--- src/rtl/hfd_pkg.sv ---
// shared types, constants and crc helper for the sensor frame decoder
package hfd_pkg;

  localparam logic [15:0] CRC_INIT = 16'hFFFF;
  localparam logic [15:0] CRC_POLY = 16'hA001;

  typedef logic [2:0] pos_t;

  localparam pos_t POS_HUM_HI  = 3'd2;
  localparam pos_t POS_HUM_LO  = 3'd3;
  localparam pos_t POS_TEMP_HI = 3'd4;
  localparam pos_t POS_TEMP_LO = 3'd5;
  localparam pos_t POS_CRC_LO  = 3'd6;
  localparam pos_t POS_CRC_HI  = 3'd7;

  // payload handed from the frame tracker to the result stage
  typedef struct packed {
    logic [15:0] humidity;
    logic [15:0] temp_raw;
    logic        crc_ok;
  } frame_res_t;

  // one byte of crc-16/modbus, lsb first
  function automatic logic [15:0] crc_byte(input logic [15:0] crc_in, input logic [7:0] data);
    logic [15:0] c;
    c = crc_in ^ {8'h00, data};
    for (int k = 0; k < 8; k++) begin
      if (c[0]) begin
        c = (c >> 1) ^ CRC_POLY;
      end else begin
        c = c >> 1;
      end
    end
    return c;
  endfunction

endpackage

--- src/rtl/hfd_frame_track.sv ---
// frame position, running crc and field capture
module hfd_frame_track
  import hfd_pkg::*;
(
  input  logic       clk,
  input  logic       rst_n,
  input  logic       take,
  input  logic [7:0] rx_byte,
  input  logic       frame_start,
  output logic       res_fire,
  output frame_res_t res
);

  pos_t        pos_r, pos_nxt, pos;
  logic [15:0] crc_r, crc_nxt, crc_base;
  logic [15:0] hum_r, hum_nxt;
  logic [15:0] temp_r, temp_nxt;
  logic [7:0]  crc_lo_r, crc_lo_nxt;

  assign pos      = frame_start ? '0 : pos_r;
  assign crc_base = (pos == '0) ? CRC_INIT : crc_r;

  always_comb begin
    pos_nxt    = pos_r;
    crc_nxt    = crc_r;
    hum_nxt    = hum_r;
    temp_nxt   = temp_r;
    crc_lo_nxt = crc_lo_r;
    if (take) begin
      pos_nxt = pos + 3'd1;
      if (pos < POS_CRC_LO) begin
        crc_nxt = crc_byte(crc_base, rx_byte);
      end
      case (pos)
        POS_HUM_HI:  hum_nxt    = {rx_byte, hum_r[7:0]};
        POS_HUM_LO:  hum_nxt    = {hum_r[15:8], rx_byte};
        POS_TEMP_HI: temp_nxt   = {rx_byte, temp_r[7:0]};
        POS_TEMP_LO: temp_nxt   = {temp_r[15:8], rx_byte};
        POS_CRC_LO:  crc_lo_nxt = rx_byte;
        default: ;
      endcase
    end
  end

  assign res_fire     = take && (pos == POS_CRC_HI);
  assign res.humidity = hum_r;
  assign res.temp_raw = temp_r;
  assign res.crc_ok   = (crc_r == {rx_byte, crc_lo_r});

  always_ff @(posedge clk) begin
    if (!rst_n) begin
      pos_r    <= '0;
      crc_r    <= CRC_INIT;
      hum_r    <= '0;
      temp_r   <= '0;
      crc_lo_r <= '0;
    end else begin
      pos_r    <= pos_nxt;
      crc_r    <= crc_nxt;
      hum_r    <= hum_nxt;
      temp_r   <= temp_nxt;
      crc_lo_r <= crc_lo_nxt;
    end
  end

  a_start_pos: assert property (@(posedge clk) disable iff (!rst_n)
    take && frame_start |=> pos_r == 3'd1)
    else $error("start flag did not move position to byte 1");

  a_fire_take: assert property (@(posedge clk) disable iff (!rst_n)
    res_fire |-> take && !frame_start)
    else $error("result raised without a byte 7 request");

  a_crc_hold: assert property (@(posedge clk) disable iff (!rst_n)
    !take |=> $stable(crc_r) && $stable(pos_r))
    else $error("frame state moved without a request");

endmodule

--- src/rtl/hfd_out_stage.sv ---
// result register with sign-magnitude to two's complement conversion
module hfd_out_stage
  import hfd_pkg::*;
(
  input  logic        clk,
  input  logic        rst_n,
  input  logic        load,
  input  frame_res_t  res,
  input  logic        out_ready,
  output logic        out_valid,
  output logic        can_take,
  output logic [15:0] out_humidity_tenths,
  output logic signed [15:0] out_temperature_tenths,
  output logic        out_crc_ok
);

  logic        valid_r, valid_nxt;
  logic [15:0] hum_r;
  logic [15:0] temp_r;
  logic        ok_r;
  logic [15:0] mag;
  logic [15:0] temp_tc;

  // negative zero folds to zero through the negate
  assign mag     = {1'b0, res.temp_raw[14:0]};
  assign temp_tc = res.temp_raw[15] ? (16'd0 - mag) : mag;

  assign can_take = !valid_r || out_ready;

  always_comb begin
    valid_nxt = valid_r;
    if (load) begin
      valid_nxt = 1'b1;
    end else if (out_ready) begin
      valid_nxt = 1'b0;
    end
  end

  always_ff @(posedge clk) begin
    if (!rst_n) begin
      valid_r <= 1'b0;
    end else begin
      valid_r <= valid_nxt;
    end
  end

  always_ff @(posedge clk) begin
    if (load) begin
      hum_r  <= res.humidity;
      temp_r <= temp_tc;
      ok_r   <= res.crc_ok;
    end
  end

  assign out_valid              = valid_r;
  assign out_humidity_tenths    = hum_r;
  assign out_temperature_tenths = $signed(temp_r);
  assign out_crc_ok             = ok_r;

  a_no_overwrite: assert property (@(posedge clk) disable iff (!rst_n)
    !(load && valid_r && !out_ready))
    else $error("pending result overwritten");

  a_no_neg_zero: assert property (@(posedge clk) disable iff (!rst_n)
    valid_r |-> temp_r != 16'h8000)
    else $error("temperature outside sign-magnitude range");

endmodule

--- src/rtl/humidity_temp_frame_decoder_core.sv ---
// top level of the crc-checked humidity and temperature frame decoder
// latency: a result is presented the cycle after byte 7 of a frame is accepted
// throughput: one byte per cycle while in_ready is high; the crc byte update and
// field capture sit between the input port and the frame registers, the result register follows
// ready drops only while a result waits and out_ready is low
// reset (rst_n, synchronous): position 0, crc 0xffff, captures zero, no result
module humidity_temp_frame_decoder_core
  import hfd_pkg::*;
(
  input  logic        clk,
  input  logic        rst_n,
  input  logic        in_valid,
  output logic        in_ready,
  input  logic [7:0]  in_rx_byte,
  input  logic        in_frame_start,
  output logic        out_valid,
  input  logic        out_ready,
  output logic [15:0] out_humidity_tenths,
  output logic signed [15:0] out_temperature_tenths,
  output logic        out_crc_ok
);

  logic       take;
  logic       res_fire;
  logic       can_take;
  frame_res_t res;

  assign in_ready = can_take;
  assign take     = in_valid && in_ready;

  hfd_frame_track u_track (
    .clk         (clk),
    .rst_n       (rst_n),
    .take        (take),
    .rx_byte     (in_rx_byte),
    .frame_start (in_frame_start),
    .res_fire    (res_fire),
    .res         (res)
  );

  hfd_out_stage u_out (
    .clk                    (clk),
    .rst_n                  (rst_n),
    .load                   (res_fire),
    .res                    (res),
    .out_ready              (out_ready),
    .out_valid              (out_valid),
    .can_take               (can_take),
    .out_humidity_tenths    (out_humidity_tenths),
    .out_temperature_tenths (out_temperature_tenths),
    .out_crc_ok             (out_crc_ok)
  );

  a_fire_needs_room: assert property (@(posedge clk) disable iff (!rst_n)
    res_fire |-> !out_valid || out_ready)
    else $error("byte 7 request taken with no room for its result");

endmodule

--- config.mk ---
export PLATFORM = sky130hd
export DESIGN_NAME = humidity_temp_frame_decoder_core
export DESIGN_NICKNAME = d
export VERILOG_FILES = /design/src/rtl/hfd_pkg.sv /design/src/rtl/hfd_frame_track.sv /design/src/rtl/hfd_out_stage.sv /design/src/rtl/humidity_temp_frame_decoder_core.sv
export SDC_FILE = /design/constraint.sdc
export NUM_CORES = 1
export LEC_CHECK = 0
export ABC_AREA = 1
export CELL_PAD_IN_SITES_DETAIL_PLACEMENT = 1
export CELL_PAD_IN_SITES_GLOBAL_PLACEMENT = 1
export CORE_MARGIN = 4
export CORE_UTILIZATION = 48
export DETAILED_ROUTE_END_ITERATION = 10
export DONT_BUFFER_PORTS = 1
export PLACE_DENSITY_LB_ADDON = 0.1
export SLEW_MARGIN = 10
export SYNTH_ARGS = -nofsm -noshare
export SYNTH_HDL_FRONTEND = slang
export SYNTH_SLANG_ARGS = --single-unit
--- constraint.sdc ---
create_clock -name clk -period 3.6 [get_ports clk]
set_input_delay 0.36 -clock clk [delete_from_list [all_inputs] [get_ports clk]]
set_output_delay 0.36 -clock clk [all_outputs]
set_load 0.05 [all_outputs]
==> impl_metrics.json, run 1 <==
{
  "place_inst": 550,
  "gp_congestion": 0.780,
  "worstSetupEndpointType": "flip-flop",
  "yosysTopAreaCellShare_pct": 28.7,
  "yosys.cell_types.count": 32,
  "yosys.area.top_type": "dfxtp_1",
  "final.period_utilization_pct": 69.9,
  "start_kind": "flip-flop",
  "top_layer_used": "met4",
  "swShare_pct": 28.4,
  "rsz0062_at_grt": "false",
  "vias": 3165,
  "cts_buffer_depth": 2,
  "h-tree-depth": 3,
  "grtUsageTotal_pct": 20.5,
  "drt_iter0_markers": 102,
  "ys_seq_elements": 93,
  "grt_pass1_wl_um": 16500,
  "status": "completed",
  "routed_wirelength_um": 9960,
  "power_frac_clock_pct": 34.5,
  "cts.repair.resized": 0,
  "fp.dieArea_mm2": 0.0103,
  "core_area_mm2": 0.00834,
  "tightest_slew_ns": 0.960,
  "drc_errors": 0,
  "fin_crit_ns": 2.51,
  "seqPwrFrac_pct": 55.8,
  "postSynthCellCount": 456,
  "tns_ns": 0,
  "met2_length_um": 4910,
  "n_antenna_cell": 0,
  "min_from": "rst_n",
  "fin_worst_skew_ns": 0.0112,
  "drive_gt1_share_pct": 12.1,
  "ant_nets": 0,
  "cts_tree": "yes",
  "route.met3.wl_um": 259,
  "hold_violations": 0,
  "cp_max_fo": 10,
  "synthFlopType": "dfxtp_1",
  "syn_avg_cell_area_um2": 9.19,
  "dieHeight_um": 101,
  "dp_hpwl_um": 7120,
  "initial_core_util_pct": 50.2,
  "fin_util_pct": 53.7,
  "wl_met1_um": 4600,
  "clock_latency_ns": 0.35,
  "postCtsSetupRepairBufs": 0,
  "rows": 33,
  "grt-ovfl-total": 0,
  "routedWlPerCell_um": 17.6,
  "peakVddDrop_mv": 0.199,
  "required_ns": 3.83,
  "synth_edf_count": 33,
  "r2r-end": "u_track.temp_r[13]",
  "grt_pass1_vias": 3289,
  "r2r_cells": 7,
  "min_to": "u_out.out_valid",
  "power.leakage_nw": 1.80,
  "die_w_um": 101,
  "clock_sinks": 93,
  "final_cells": 566,
  "postSynth.asyncResetShare_pct": 0,
  "postCtsHoldBufs": 0,
  "fin_nets": 476,
  "fmax_ghz": 0.398,
  "numCtsBuffers": 9,
  "r2r_setup_slack_ns": 1.09,
  "setup_viol": 0,
  "p_sw_mw": 0.576,
  "crit_arrival_ns": 2.75,
  "hold_path.class": "primary input to flip-flop",
  "p_comb_share_pct": 9.7,
  "syn_area_mm2": 0.00419,
  "p_per_area_mw_per_mm2": 452,
  "cap_violations": 0,
  "drt_first_pass_iters": 4,
  "synth.area.top_cells": "dfxtp_1 29%, edfxtp_1 24%, o21ai_0 7.4%",
  "path_class": "flip-flop to flip-flop",
  "vias_per_cell": 5.59,
  "area_growth_pct": 6.84,
  "io_pins": 48,
  "maxSlewHeadroom_pct": 35.8,
  "internal-power_mw": 1.45,
  "ys_warn_count": 0,
  "syn_nets": 476,
  "ys_seq_area_share_pct": 52.3,
  "timing.rr.start": "u_out.out_valid",
  "antenna_found_initial": 0,
  "cts-root-buf": "clkbuf_8",
  "holdPathStages": 2,
  "finalMaxSlewViolations": 0,
  "port_buffers": 0,
  "grt_max_degree": 52,
  "cts.clk_slew.worst_paths_ns": 0.10
}
## kinds of logic (layout without fill, tap and decap cells)
family	count (synthesis)	count (layout)	synth area share (%)
and+or+nand+nor	136	136	16.9
AOI/OAI and AO/OA	126	126	15.7
DFF	93	93	52.3
buffers and inverters	64	69	6.24
xor gates and xnor gates	30	30	6.81
adders and majority gates	7	7	2.09
## how the worst max path moves through the flow
stage / start / endpoint / slack, ns / cells after the start
final: u_out.out_valid / u_track.temp_r[13] / 1.09 / 7
after global routing: u_out.out_valid / u_track.temp_r[13] / 0.84 / 7
after CTS: u_out.out_valid / u_track.temp_r[13] / 1.07 / 7
after detailed placement: u_out.out_valid / u_track.temp_r[12] / 1.09 / 7
after global placement: u_out.out_valid / u_track.temp_r[14] / 1.18 / 7
after floorplan: u_out.out_valid / u_out.out_crc_ok / 0.58 / 3
## registers in the layout (all words and copies together) (netlist names)
register	flops
u_track.hum_r	16
u_out.out_crc_ok	1
u_track.crc_lo_r	8
u_track.pos_r	3
u_out.out_valid	1
u_out.out_humidity_tenths	16
u_track.crc_r	16
u_track.temp_r	16
u_out.out_temperature_tenths	16
## cell type report
type / instances / area (µm²)
fillers: 966 / 3860
flip-flops and latches: 93 / 2190
multi-input cells: 299 / 1740
inverters: 50 / 188
well taps: 105 / 131
clock buffers: 9 / 124
clock inverters: 7 / 75.1
repair buffers: 3 / 22.5
## per-stage QoR
stage	hold WS, ns	total power [mW]	worst slack, ns	cell area [µm²]
after CTS	0.0887	2.04	1.07	4480
after global placement	0.408	1.34	1.18	4280
after floorplan	0.403	1.31	0.583	4190
after detailed placement	0.416	1.35	1.09	4280
final	0.122	2.02	1.09	4480
after global routing	0.0858	2.11	0.844	4480
## per-layer routing
metal	vias to the layer above	global-route usage [%]
li1	1541	-
met1	1551	26.0
met2	58	35.3
met3	15	3.31
met4	0	7.77
met5	-	0
## cells in the mapped netlist, drive strengths merged, types with 7 or more instances
library cell,n
xnor2,18
edfxtp,33
a21oi,56
o211ai,7
o21ai,62
dfxtp,60
xor2,12
nand2,70
nand3,26
ha,7
nor2,19
clkbuf,9
inv,47
nor3,11
## power groups by stage
stage,clock network [mW],logic (mW),registers (mW)
final,0.697,0.197,1.13
after global routing,0.759,0.221,1.13
after CTS,0.715,0.198,1.13
after detailed placement,0,0.197,1.15
after global placement,0,0.188,1.15
after floorplan,0,0.165,1.14
## cell usage in the layout, fill, tap and decap left out, types with 3 or more instances in the layout
master    instances
inv_2             4
nor2_1           18
ha_1              7
edfxtp_1         33
clkinv_1          3
buf_4             3
dfxtp_1          60
xnor2_1          18
xor2_2            3
nor3_1           10
o21ai_0          62
xor2_1            9
nand2_1          55
o211ai_1          7
inv_8             3
inv_1            43
nand2_4           4
nand2_2          10
nand3_1          18
a21oi_1          55
nand3_2           8
clkbuf_8          9
nand4_1           3
or2_2             3
## critical path, stage by stage (launching register included)
cell and delay [ns]:
dfxtp_1 0.65, nand2_1 0.47, nand2_2 0.36, inv_1 0.15
nand3_1 0.29, inv_1 0.20, o21ai_0 0.21, a21oi_1 0.06
(Power assumes the default switching activity.)
==> inputs of run 2 (changes only) <==
clock period = 2.4 ns   (was 3.6 ns; I/O delays follow)
==> run 2 against run 1 <==
Count of clock-buffer cells in the layout did not move. Die area stayed put. Wire length is 7.8% higher. Clock skew shrank 0.00088 ns.
==> impl_metrics.json, run 2 (same netlist as run 1, synthesis figures left out) <==
{
  "status": "completed",
  "path_class": "flip-flop to flip-flop",
  "cts.clk_slew.worst_paths_ns": 0.10,
  "numCtsBuffers": 9,
  "met3_usage_pct": 4.75,
  "worstSetupEndpointType": "flip-flop",
  "hold_violations": 0,
  "fp.dieArea_mm2": 0.0103,
  "maxSlewHeadroom_pct": 67.9,
  "cts_buffer_depth": 2,
  "hold_path.class": "primary input to flip-flop",
  "cap_violations": 0,
  "routed_wirelength_um": 10700,
  "crit_arrival_ns": 2.33,
  "antenna_found_initial": 0,
  "grt_max_degree": 45,
  "fin_worst_skew_ns": 0.0103,
  "use_met1_pct": 26.9,
  "start_kind": "flip-flop",
  "drt_first_pass_iters": 4,
  "path_cells": "inv_1 > ha_1 > inv_1 > nor3_2 > nand2_1 > nor2_1 > inv_1 > nor3_1 > nand3_1 > nand2_1 > o21ai_0 > xor2_1",
  "place_ws_ns": 0.102,
  "routedWlPerCell_um": 18.6,
  "cp_max_fo": 4,
  "tns_ns": 0,
  "p_per_area_mw_per_mm2": 683,
  "required_ns": 2.51,
  "grt-ovfl-total": 0,
  "holdWs_ns": 0.0198,
  "fin_util_pct": 55.0,
  "place_inst": 557,
  "tightest_slew_ns": 0.483,
  "crit_top_cell": "inv_1",
  "final_cells": 576,
  "worst-path-buf-inv": 3,
  "vias_per_cell": 5.60,
  "clock_sinks": 93,
  "critPathTopFamily": "simple AND/OR/NAND/NOR gates",
  "cts-root-buf": "clkbuf_8",
  "cts_tree": "yes",
  "finalMaxSlewViolations": 0,
  "ant_nets": 0,
  "drive_gt1_share_pct": 14.2,
  "slowest_stage": "dfxtp_1",
  "grt_util_met2_pct": 38.8,
  "drc_errors": 0,
  "fmax_ghz": 0.450,
  "grt_pass1_vias": 3420,
  "n_antenna_cell": 0,
  "port_buffers": 0,
  "p_total_mw": 3.13,
  "mostFrequentLayoutCell": "o21ai_0",
  "clock_latency_ns": 0.36,
  "mostFrequentLayoutCells": "62 x o21ai_0, 60 x dfxtp_1, 55 x nand2_1, 55 x a21oi_1, 43 x inv_1",
  "fin_nets": 486,
  "peakVddDrop_mv": 0.384,
  "area_growth_pct": 9.50,
  "vias": 3228,
  "fin_crit_ns": 2.22,
  "fin_area_mm2": 0.00459,
  "grt.busiest_layer": "met2",
  "gp_congestion": 0.911,
  "setup_viol": 0,
  "drt_iter0_markers": 98,
  "dieHeight_um": 101,
  "final.period_utilization_pct": 92.6,
  "grt_pass1_wl_um": 17500,
  "power.leakage_nw": 1.86,
  "slowest_delay_ns": 0.36,
  "die_w_um": 101,
  "io_pins": 48,
  "rows": 33,
  "h-tree-depth": 3,
  "worst_slack_ns": 0.177,
  "core_area_mm2": 0.00834,
  "grtUsageTotal_pct": 22.1,
  "dp_hpwl_um": 7650,
  "initial_core_util_pct": 50.2,
  "dpl-instance-area_mm2": 0.00434
}
==> run 2: changes by cell type in the layout (fill, tap and decap cells not counted), sizes merged <==
cell | previous run | this run
dlygate4sd3 | 0 | 1
buf | 3 | 12
clkinv | 5 | 4
bufinv | 0 | 1
==> run 2: per-layer routing <==
layer	vias to the layer above	wire [µm]
met4	0	223
li1	1563	-
met1	1584	4650
met2	68	5460
met3	13	405
met5	-	0
==> run 2: repair_timing <==
item	4_1_cts	5_1_grt
buffers inserted	0	2
endpoints found under the setup margin	0	4
hold buffers	1	0
hold endpoints to repair	8	0
resized for setup	0	2
==> run 2: final timing paths <==
check                           cells after the start  slack, ns                          endpoint              start
worst max-delay path                               12       0.18  u_out.out_temperature_tenths[14]  u_track.temp_r[0]
worst min-delay path                                2       0.02                  u_track.pos_r[2]              rst_n
worst max register to register                     12       0.18  u_out.out_temperature_tenths[14]  u_track.temp_r[0]
worst min register to register                      0       0.44      u_out.out_humidity_tenths[0]   u_track.hum_r[0]
==> run 2: power by group <==
| group | leakage [nW] | switching, mW | internal, mW |
|---|---|---|---|
| combinational | 0.968 | 0.204 | 0.109 |
| sequential | 0.791 | 0.0370 | 1.66 |
| clock | 0.106 | 0.617 | 0.510 |
| total | 1.86 | 0.858 | 2.28 |
==> run 2: area by class of cell <==
| cell class | instances | area (µm²) |
|---|---|---|
| clock inverters | 7 | 88.8 |
| repair buffers | 13 | 113 |
| well taps | 105 | 131 |
| inverters | 50 | 188 |
| clock buffers | 9 | 124 |
| flip-flops and latches | 93 | 2190 |
| multi-input cells | 299 | 1750 |
| fillers | 963 | 3750 |
